[src/rtl/mspt_pkg.sv]
`timescale 1ns / 1ps

package mspt_pkg;

    localparam int COORD_W  = 40;
    localparam int SCALE_W  = 40;
    localparam int OFF_W    = 16;
    localparam int DIM_W    = 16;
    localparam int PT_W     = 32;
    localparam int DIFF_W   = COORD_W + 1;
    localparam int SPLIT_W  = 20;
    localparam int PROD_W   = 82;
    localparam int AX_LAT   = 7;
    localparam int CFG_IDX_W = 3;

    localparam logic signed [COORD_W-1:0] LEFT_X_RST   = '0;
    localparam logic signed [COORD_W-1:0] BOTTOM_Y_RST = '0;
    localparam logic signed [OFF_W-1:0]   OFFSET_RST   = '0;
    localparam logic [DIM_W-1:0]          WIDTH_RST    = 16'd640;
    localparam logic [DIM_W-1:0]          HEIGHT_RST   = 16'd480;

    typedef enum logic [CFG_IDX_W-1:0] {
        CFG_LEFT_X        = 3'd0,
        CFG_BOTTOM_Y      = 3'd1,
        CFG_SCALE_X       = 3'd2,
        CFG_SCALE_Y       = 3'd3,
        CFG_OFFSET_X      = 3'd4,
        CFG_OFFSET_Y      = 3'd5,
        CFG_SCREEN_WIDTH  = 3'd6,
        CFG_SCREEN_HEIGHT = 3'd7
    } cfg_index_t;

    typedef struct packed {
        logic first_point;
        logic last_point;
    } pt_flags_t;

endpackage

[src/rtl/mspt_bbox.sv]
`timescale 1ns / 1ps

module mspt_bbox (
    input  logic                                aclk,
    input  logic                                aresetn,
    input  logic                                upd,
    input  logic signed [mspt_pkg::PT_W-1:0]    pt_x,
    input  logic signed [mspt_pkg::PT_W-1:0]    pt_y,
    input  mspt_pkg::pt_flags_t                 flags,
    input  logic        [mspt_pkg::DIM_W-1:0]   screen_width,
    input  logic        [mspt_pkg::DIM_W-1:0]   screen_height,
    output logic                                visible
);

    localparam int PT_W  = mspt_pkg::PT_W;
    localparam int DIM_W = mspt_pkg::DIM_W;

    logic signed [PT_W-1:0] min_x_reg, min_x_next;
    logic signed [PT_W-1:0] max_x_reg, max_x_next;
    logic signed [PT_W-1:0] min_y_reg, min_y_next;
    logic signed [PT_W-1:0] max_y_reg, max_y_next;
    logic signed [PT_W:0]   lim_x, lim_y;

    always_comb begin
        if (flags.first_point) begin
            min_x_next = pt_x;
            max_x_next = pt_x;
            min_y_next = pt_y;
            max_y_next = pt_y;
        end else begin
            min_x_next = (pt_x < min_x_reg) ? pt_x : min_x_reg;
            max_x_next = (pt_x > max_x_reg) ? pt_x : max_x_reg;
            min_y_next = (pt_y < min_y_reg) ? pt_y : min_y_reg;
            max_y_next = (pt_y > max_y_reg) ? pt_y : max_y_reg;
        end
    end

    assign lim_x = $signed({{(PT_W+1-DIM_W){1'b0}}, screen_width});
    assign lim_y = $signed({{(PT_W+1-DIM_W){1'b0}}, screen_height});

    assign visible = flags.last_point
                     && !max_x_next[PT_W-1]
                     && ($signed({min_x_next[PT_W-1], min_x_next}) < lim_x)
                     && !max_y_next[PT_W-1]
                     && ($signed({min_y_next[PT_W-1], min_y_next}) < lim_y);

    always_ff @(posedge aclk) begin
        if (!aresetn) begin
            min_x_reg <= '0;
            max_x_reg <= '0;
            min_y_reg <= '0;
            max_y_reg <= '0;
        end else if (upd) begin
            min_x_reg <= min_x_next;
            max_x_reg <= max_x_next;
            min_y_reg <= min_y_next;
            max_y_reg <= max_y_next;
        end
    end

`ifndef SYNTHESIS
    a_box_x_ordered: assert property (@(posedge aclk) disable iff (!aresetn)
        min_x_reg <= max_x_reg)
        else $error("box x minimum above maximum");

    a_box_y_ordered: assert property (@(posedge aclk) disable iff (!aresetn)
        min_y_reg <= max_y_reg)
        else $error("box y minimum above maximum");
`endif

endmodule

[config.mk]
export PLATFORM = sky130hd
export DESIGN_NAME = mspt_bbox
export DESIGN_NICKNAME = d
export VERILOG_FILES = /design/src/rtl/mspt_pkg.sv /design/src/rtl/mspt_bbox.sv
export SDC_FILE = /design/constraint.sdc
export NUM_CORES = 1
export LEC_CHECK = 0
export ABC_CLOCK_PERIOD_IN_PS = 6600
export BUFFER_PORTS_ARGS = -buffer_cell sky130_fd_sc_hd__clkbuf_2
export CORE_MARGIN = 2
export CORE_UTILIZATION = 52
export DETAILED_ROUTE_END_ITERATION = 8
export PLACE_DENSITY = 0.69
export SYNTH_ARGS = -nofsm -noshare
export SYNTH_HDL_FRONTEND = slang
export SYNTH_SLANG_ARGS = --single-unit
[constraint.sdc]
create_clock -name aclk -period 6.6 [get_ports aclk]
set_clock_uncertainty 0.1 [all_clocks]
set_input_delay 0.66 -clock aclk [delete_from_list [all_inputs] [get_ports aclk]]
set_output_delay 0.66 -clock aclk [all_outputs]
set_load 0.05 [all_outputs]
* Yosys cells after proc, flatten, opt, wreduce, memory -nomap -nowiden
Index checks and enable logic that the tools add are counted.
** Storage, ports and cells
- Word-level logic and storage cells :: 30
- Register bits :: 128
- Output and inout bits :: 1
- Input bits :: 101
** Cells by class
- $lt $le $gt $ge :: 6
- Multiplexer cells :: 8
- Reductions and logical operators :: 10
** Operators with widths (count)
- $mux 32 :: 8
- $gt 32x32->1 :: 2
- $lt 32x17->1 :: 2
- $lt 32x32->1 :: 2
- $logic_and 1x1->1 :: 4
- $reduce_and 2->1 :: 2
- $reduce_bool 2->1 :: 2
- $logic_not 1->1 :: 2

* Depth between registers and ports, before layout
Gate-level depths: netlist of run 1.
- Word-level depth :: 8
- Mapped depth :: 21
- Depth with buffers taken out :: 19

* Worst setup path after synthesis of run 1
No wires, ideal clock.
- Path type :: input -> output
- From :: in pt_x[14] (netlist name)
- To :: out visible
- Cell stages on the path :: 19
- Arrival time :: 5.323 ns
- Setup slack :: 0.517 ns
- Path buffers :: 1
- Data required time :: 5.840 ns
- Path through :: ha_1 -> nand4_1 -> or4_1 -> o32a_1 -> a21oi_2 -> o21ai_1 -> a21oi_4 -> buf_4 -> mux2_2 -> ha_1 -> or3b_2 -> o21ai_0 -> nor3b_1 -> o2bb2ai_1 -> o41ai_1 -> o31a_1 -> a2111o_1 -> a31oi_1 -> and4_1
** On the way
- Elaborated cells between the ends (all ways) :: 12
- Classes of those cells :: 3 x order compare; 4 x mux; 5 x reduce/logical
** RTL lines
- start, declared :: RTL line mspt_bbox.sv:7 : input logic signed [mspt_pkg::PT_W-1:0] pt_x,
- $lt 32x32->1 :: RTL line mspt_bbox.sv:31 : min_x_next = (pt_x < min_x_reg) ? pt_x : min_x_reg;
- $mux 32 :: RTL line mspt_bbox.sv:31
- $mux 32 :: RTL line mspt_bbox.sv:25 : if (flags.first_point) begin
- via min_x_next[1] :: RTL line mspt_bbox.sv:18 : logic signed [PT_W-1:0] min_x_reg, min_x_next;
- $lt 32x17->1 :: RTL line mspt_bbox.sv:43 : && ($signed({min_x_next[PT_W-1], min_x_next}) < lim_x)
- $logic_and 1x1->1 :: RTL line mspt_bbox.sv:43
- $logic_and 1x1->1 :: RTL line mspt_bbox.sv:44 : && !max_y_next[PT_W-1]
- $logic_and 1x1->1 :: RTL line mspt_bbox.sv:45 : && ($signed({min_y_next[PT_W-1], min_y_next}) < lim_y);
- end, declared :: RTL line mspt_bbox.sv:12 : output logic visible
The timed path passes the listed nets, and every way through them passes these cells. The select of a mux whose other input is x is not followed.

* Final worst setup path of run 1
- From :: reg min_x_reg[11]
- To :: out visible
** On the way
- Word-level cells in the longest chain between the ends :: 7
** Ends and longest elaborated chain
- start, declared :: RTL line mspt_bbox.sv:18
- start signal, assigned :: RTL line mspt_bbox.sv:54 : min_x_reg <= min_x_next;
- $lt 32x32->1 :: RTL line mspt_bbox.sv:31
- $mux 32 :: RTL line mspt_bbox.sv:31
- $mux 32 :: RTL line mspt_bbox.sv:25
- via min_x_next[1] :: RTL line mspt_bbox.sv:18
- $lt 32x17->1 :: RTL line mspt_bbox.sv:43
- $logic_and 1x1->1 :: RTL line mspt_bbox.sv:43
- $logic_and 1x1->1 :: RTL line mspt_bbox.sv:44
- $logic_and 1x1->1 :: RTL line mspt_bbox.sv:45
The timed path passes the listed nets, and every way through them passes these cells.

==> results.ini, run 1 <==
[clocking]
clock_sink_count=128
clock_path_buffers=2
cts_tree=yes
clk_latency_ps=430
htreeDepth=4
cts_hold_buf=0
root_buffer=clkbuf_16
cts_inserted_buffers=17
clkTransAtPathRegs_ps=60

[sta]
fin_ws_ps=292
relSlewSlack_pct=22.6
fmax_mhz=159
setup_viol=0
post-route-min-period_ps=6310
drv_slew=0
fin_crit_sh_pct=95.6
fin_setup_tns_ps=0
finalHoldViolations=0
worst_pin_slew_ps=1160

[floorplanning]
die_h_um=139
initial_core_util_pct=52.9
die_w_um=139
io_pins=102
rows=49
die_area_um2=19400
core_um2=18000

[power]
p_seq_share_pct=34.9
intPower_w=0.00176
leakagePower_nw=5.02
ir_drop_uv=196
p_sw_share_pct=29.4
power.density_nw_per_um2=228
switchingPower_w=0.000732
clkPwrFrac_pct=40.8
comb_power_share_pct=24.3

[synth]
synth_area_um2=9510
syn_inst=1070
synth-edff-count=0
seq_area_frac_synth_pct=27.0
synthDistinctLibCells=54
avgSynthCellArea_um2=8.88
async_flop_share_pct=0
synth_flop_cell=dfxtp_1
syn_nets=1327
synth_warnings=0
ys_seq_elements=128

[global_route]
antenna_found_initial=0
grt_max_degree=129
use_met3_pct=4.32
grt_util_met2_pct=39.2
grt_pass1_wl_um=36100
grt_usage_pct=22.8
use_met1_pct=29.3
overflow=0
grt-busiest-layer=met2
grt_pass1_vias=7541

[worst_setup_path]
crit_path_start=min_x_reg[11]$_SDFFE_PN0P_
cp_cell_sequence=inv_1, ha_1, nand4_1, or4_1, o32a_1, a21oi_2, o21ai_1, a21oi_4, mux2_2, ha_1, or3b_2, o21ai_1, nor3b_1, o2bb2ai_1, o41ai_1, o31a_1, a2111o_1, a31oi_1, and4_4, buf_12
worstSetupStartpointType=flop
crit_required_ps=5840
critPathTopFamily=compound AO/OA/AOI/OAI gates
critPathSlowestCell=or4_1
cp_num_buf_inv=2
cpPeakStageDelay_ps=530
setup.worst_path.end_class=primary output
crit_arrival_ps=5550
critPathKind=flop to primary output
crit_fanout=5
reg2reg_from=min_x_reg[11]$_SDFFE_PN0P_

[placed_design]
port_buffers=101
routabilityCongestion=0.833
dp_cells=1377
dp_slack_ps=200
dpl.hpwl_um=16000

[run]
maxCapViolCount=0

[routing]
viasPerCell=5.39
drt_wl_total_um=21600
antenna_left=0
drtIter0Drc=397
vias=7593
routedWlPerCell_um=15.3
first_pass_iters=4
drc=0

[min_path]
worstHoldStart=max_x_reg[16]$_SDFFE_PN0P_
hold_class=flop to flop

[layout]
drive_above_1_share_pct=15.9
antennaDiodeCount=0
area_growth_pct=14.7
final_nets=1426
final_cells=1410

[run_status]
status=completed

tightest hold or removal path, stage by stage, from the launching register on:
cell and delay, ps:
dfxtp_1 320, mux2i_1 60, nor2b_1 90
synth_stat cells, types with 3 or more instances:
cell	instances	area share, %
nand3_1	14	0.74
inv_1	164	6.5
o21a_1	9	0.71
buf_2	9	0.47
dfxtp_1	128	27
buf_1	4	0.16
nor3b_1	4	0.32
nor2b_1	133	8.8
o211ai_1	4	0.32
ha_1	156	21
nor2_1	21	0.83
o21ai_0	27	1.4
mux2_2	30	3.6
nand2_1	34	1.3
mux2i_1	131	14
clkbuf_1	17	0.67
a221oi_1	3	0.28
a311oi_1	3	0.28
nor3_1	13	0.68
a21o_1	10	0.79
a31oi_1	3	0.20
a2111oi_0	4	0.37
a21oi_1	48	2.5
and4_1	6	0.55
and3_1	6	0.39
nor4_1	20	1.3
nand4_1	25	1.6
a211oi_1	5	0.39
power by group through the flow:
stage	clock, W	sequential [W]	combinational [W]
after floorplan	0	0.000875	0.000437
after global placement	0	0.000884	0.000587
after detailed placement	0	0.000885	0.000596
after CTS	0.00103	0.000869	0.000604
after global routing	0.00106	0.000877	0.000689
final	0.00101	0.000870	0.000604
cell type report:
| type | instances | area, µm² |
|---|---|---|
| Sequential cell | 128 | 2560 |
| Tap cell | 229 | 287 |
| Inverter | 164 | 616 |
| Multi-Input combinational cell | 745 | 6210 |
| Timing Repair Buffer | 113 | 611 |
| Fill cell | 1632 | 7060 |
| Clock buffer | 18 | 439 |
| Clock inverter | 13 | 186 |
through the flow:
stage	cell area [µm²]	utilization (%)	power, W	hold slack [ps]
2_1_floorplan	9510	-	0.00131	383
3_3_place_gp	10200	57.0	0.00147	397
3_5_place_dp	10200	57.0	0.00148	403
4_1_cts	10900	60.5	0.00250	420
5_1_grt	10900	60.7	0.00263	433
6_report	10900	60.7	0.00249	413
path summary, 6_finish.rpt:
kind	to	slack (ps)	cells after the start
setup reg to reg	min_x_reg[24]$_SDFFE_PN0P_	2640	12
setup / recovery	visible	290	20
hold reg to reg	max_x_reg[16]$_SDFFE_PN0P_	410	2
hold / removal	max_x_reg[16]$_SDFFE_PN0P_	410	2
per-layer routing:
layer | share of wire (%) | vias up
met1 | 48 | 3512
met5 | 0 | -
li1 | - | 3932
met4 | 1.6 | 0
met2 | 47 | 126
met3 | 3.2 | 23
cell families after synthesis:
| logic type | synth area share, % |
|---|---|
| AOI/OAI and AO/OA | 9.49 |
| adders and majority gates | 20.5 |
| buffers and inverters | 8.19 |
| DFF | 27.0 |
| muxes | 17.3 |
| and+or+nand+nor | 17.5 |
placed cells by master, fill, tap and decap left out, drive strengths merged, types with 9 or more instances in the layout:
master / count
a21o: 10
a21oi: 50
buf: 14
clkbuf: 117
dfxtp: 128
ha: 156
inv: 165
mux2: 30
mux2i: 131
nand2: 34
nand3: 14
nand4: 25
nor2: 21
nor2b: 133
nor3: 13
nor4: 20
o21a: 9
o21ai: 29
timing repair:
| item | 4_1_cts | 5_1_grt |
|---|---|---|
| resized for setup | 0 | 8 |
| setup endpoints to repair | 0 | 1 |
| buffers inserted | 0 | 2 |
(Power assumes the default switching activity.)
==> run 2: changes to the inputs <==
BUFFER_PORTS_ARGS = -buffer_cell sky130_fd_sc_hd__buf_2   (was -buffer_cell sky130_fd_sc_hd__clkbuf_2)
CORE_MARGIN = default   (was 2)
SKIP_LAST_GASP = 1   (was default)
==> results.ini, run 2 (same netlist as run 1, synthesis figures left out) <==
[global_route]
antenna_found_initial=1  ; +1
grt_usage_pct=23.7  ; +0.89 points
grt_pass1_wl_um=34700  ; -3.8%
overflow=0  ; unchanged
grt_max_degree=129  ; unchanged
grt_pass1_vias=7283  ; -3.4%

[clocking]
htreeDepth=4  ; unchanged
clk_latency_ps=420  ; about the same
clock_path_buffers=2  ; unchanged
root_buffer=clkbuf_16
clock_sink_count=128  ; unchanged
clkTransAtPathRegs_ps=60  ; about the same
cts_inserted_buffers=17  ; unchanged
cts_tree=yes

[worst_setup_path]
crit_fanout=17  ; +12
setup.worst_path.end_class=primary output
critPathSlowestCell=or4_1
cpPeakStageDelay_ps=430  ; -100 ps
crit_required_ps=5840  ; about the same
cp_cell_sequence=inv_1, ha_1, nand4_1, or4_1, a221oi_1, o31a_1, o21ai_0, nand2_1, buf_4, mux2_2, ha_1, and4_1, a21oi_1, a21oi_1, nor3_1, a21oi_1, and3_1, a2111o_1, a31oi_1, and4_1, clkbuf_4
crit_arrival_ps=5650  ; +100 ps
critPathMostFrequentCell=a21oi_1
r2r_slack_ps=2380  ; -260 ps
r2r-end=min_x_reg[30]$_SDFFE_PN0P_
worstRegToRegCells=13  ; +1
critPathKind=flop to primary output
worstSetupStartpointType=flop
reg2reg_from=min_x_reg[11]$_SDFFE_PN0P_

[layout]
layout_common_cells=inv_1 (164), ha_1 (156), nor2b_1 (133), mux2i_1 (131), dfxtp_1 (128)
final_cells=1408  ; -0.14%
layout_commonest_cell=inv_1
final_nets=1424  ; -0.14%
area_growth_pct=13.4
drive_above_1_share_pct=15.1  ; -0.82 points
antennaDiodeCount=0  ; unchanged

[sta]
hold_ws_ps=413  ; -0.301 ps
setup_viol=0  ; unchanged
worst_pin_slew_ps=1140  ; -22.3 ps
post-route-min-period_ps=6410  ; +103 ps
fin_setup_tns_ps=0  ; unchanged
relSlewSlack_pct=24.0  ; +1.5 points
rsz0062_at_grt=no
fin_crit_sh_pct=97.1  ; +1.6 points
finalHoldViolations=0  ; unchanged
fmax_mhz=156  ; -1.6%
drv_slew=0  ; unchanged
fin_ws_ps=189  ; -103 ps

[placed_design]
dp_slack_ps=219  ; +18.6 ps
routabilityCongestion=0.865  ; +3.8%
dpl.hpwl_um=16000  ; about the same
port_buffers=101  ; unchanged
dp_cells=1376  ; -0.073%

[power]
leakagePower_nw=4.95  ; -1.4%
power.density_nw_per_um2=220  ; -3.4%
ir_drop_uv=194  ; -1.1%

[min_path]
worstHoldStart=max_x_reg[21]$_SDFFE_PN0P_
hold_path_end=max_x_reg[21]$_SDFFE_PN0P_
hold_depth=2  ; unchanged
hold_class=flop to flop

[run_status]
status=completed

[routing]
drc=0  ; unchanged
first_pass_iters=4  ; unchanged
routedWlPerCell_um=15.3  ; +0.22%
drt_wl_total_um=21600  ; about the same
viasPerCell=5.36  ; -0.44%
vias=7549  ; -0.58%
antenna_left=0  ; unchanged
drtIter0Drc=344  ; -13%

[floorplanning]
core_um2=18000  ; unchanged
rows=49  ; unchanged
die_area_um2=18800  ; -2.9%
die_w_um=137  ; -1.4%
initial_core_util_pct=52.9  ; unchanged
io_pins=102  ; unchanged
die_h_um=137  ; -1.4%

[run]
maxCapViolCount=0  ; unchanged

[run 2: cell count changes in the layout (fill, tap and decap cells not counted), sizes merged]
cell and delta:
inv -1, bufinv -2, buf +96, clkinv +2, clkbuf -97
[run 2: repair_timing]
action	4_1_cts	5_1_grt
endpoints found under the setup margin	0	1
gates resized for setup	0	2
hold buffers	0	0
setup buffers	0	1
[run 2: final cells by class]
class | count | area [µm²]
repair buffers | 111 | 583
clock inverters | 12 | 120
multi-input cells | 745 | 6180
fillers | 1619 | 7180
inverters | 164 | 616
flip-flops and latches | 128 | 2560
well taps | 229 | 287
clock buffers | 19 | 433
[run 2: worst max-delay path, delay by kind of cell (launching register included)]
family,cells,cell delay (ps)
buffers and inverters,3,550
AOI/OAI and AO/OA,8,1550
and+or+nand+nor,7,1770
adders and majority gates,2,610
DFF,1,360
muxes,1,380
[run 2: metrics by stage]
| stage | util [%] | area (µm²) | power [W] |
|---|---|---|---|
| 3_5_place_dp | 56.9 | 10200 | 0.00148 |
| 3_3_place_gp | 56.9 | 10200 | 0.00147 |
| 4_1_cts | 60.0 | 10800 | 0.00239 |
| 6_report | 60.0 | 10800 | 0.00238 |
| 5_1_grt | 60.0 | 10800 | 0.00251 |
| 2_1_floorplan | - | 9510 | 0.00131 |
[run 2: worst max path at each step]
stage                                     from      end  slack (ps)  depth (start not counted)
finish              min_y_reg[14]$_SDFFE_PN0P_  visible         190                         21
global route        min_y_reg[11]$_SDFFE_PN0P_  visible           2                         21
CTS                 min_x_reg[31]$_SDFFE_PN0P_  visible         140                         20
detailed placement                    pt_x[11]  visible         220                         20
global placement                      pt_x[14]  visible         250                         20
floorplan                             pt_x[14]  visible         520                         19
[run 2: power breakdown]
| group | internal, W | switching [W] |
|---|---|---|
| sequential | 0.000833 | 0.0000373 |
| combinational | 0.000282 | 0.000321 |
| clock | 0.000548 | 0.000356 |
| total | 0.00166 | 0.000714 |
[run 2: routing by layer]
layer  vias up  GRT usage [%]  wire length [µm]
met2       145           42.4             10400
met1      3464           28.6             10000
met4         0           7.45               365
li1       3911              -                 -
met3        29           4.27               795
met5         -              0                 0
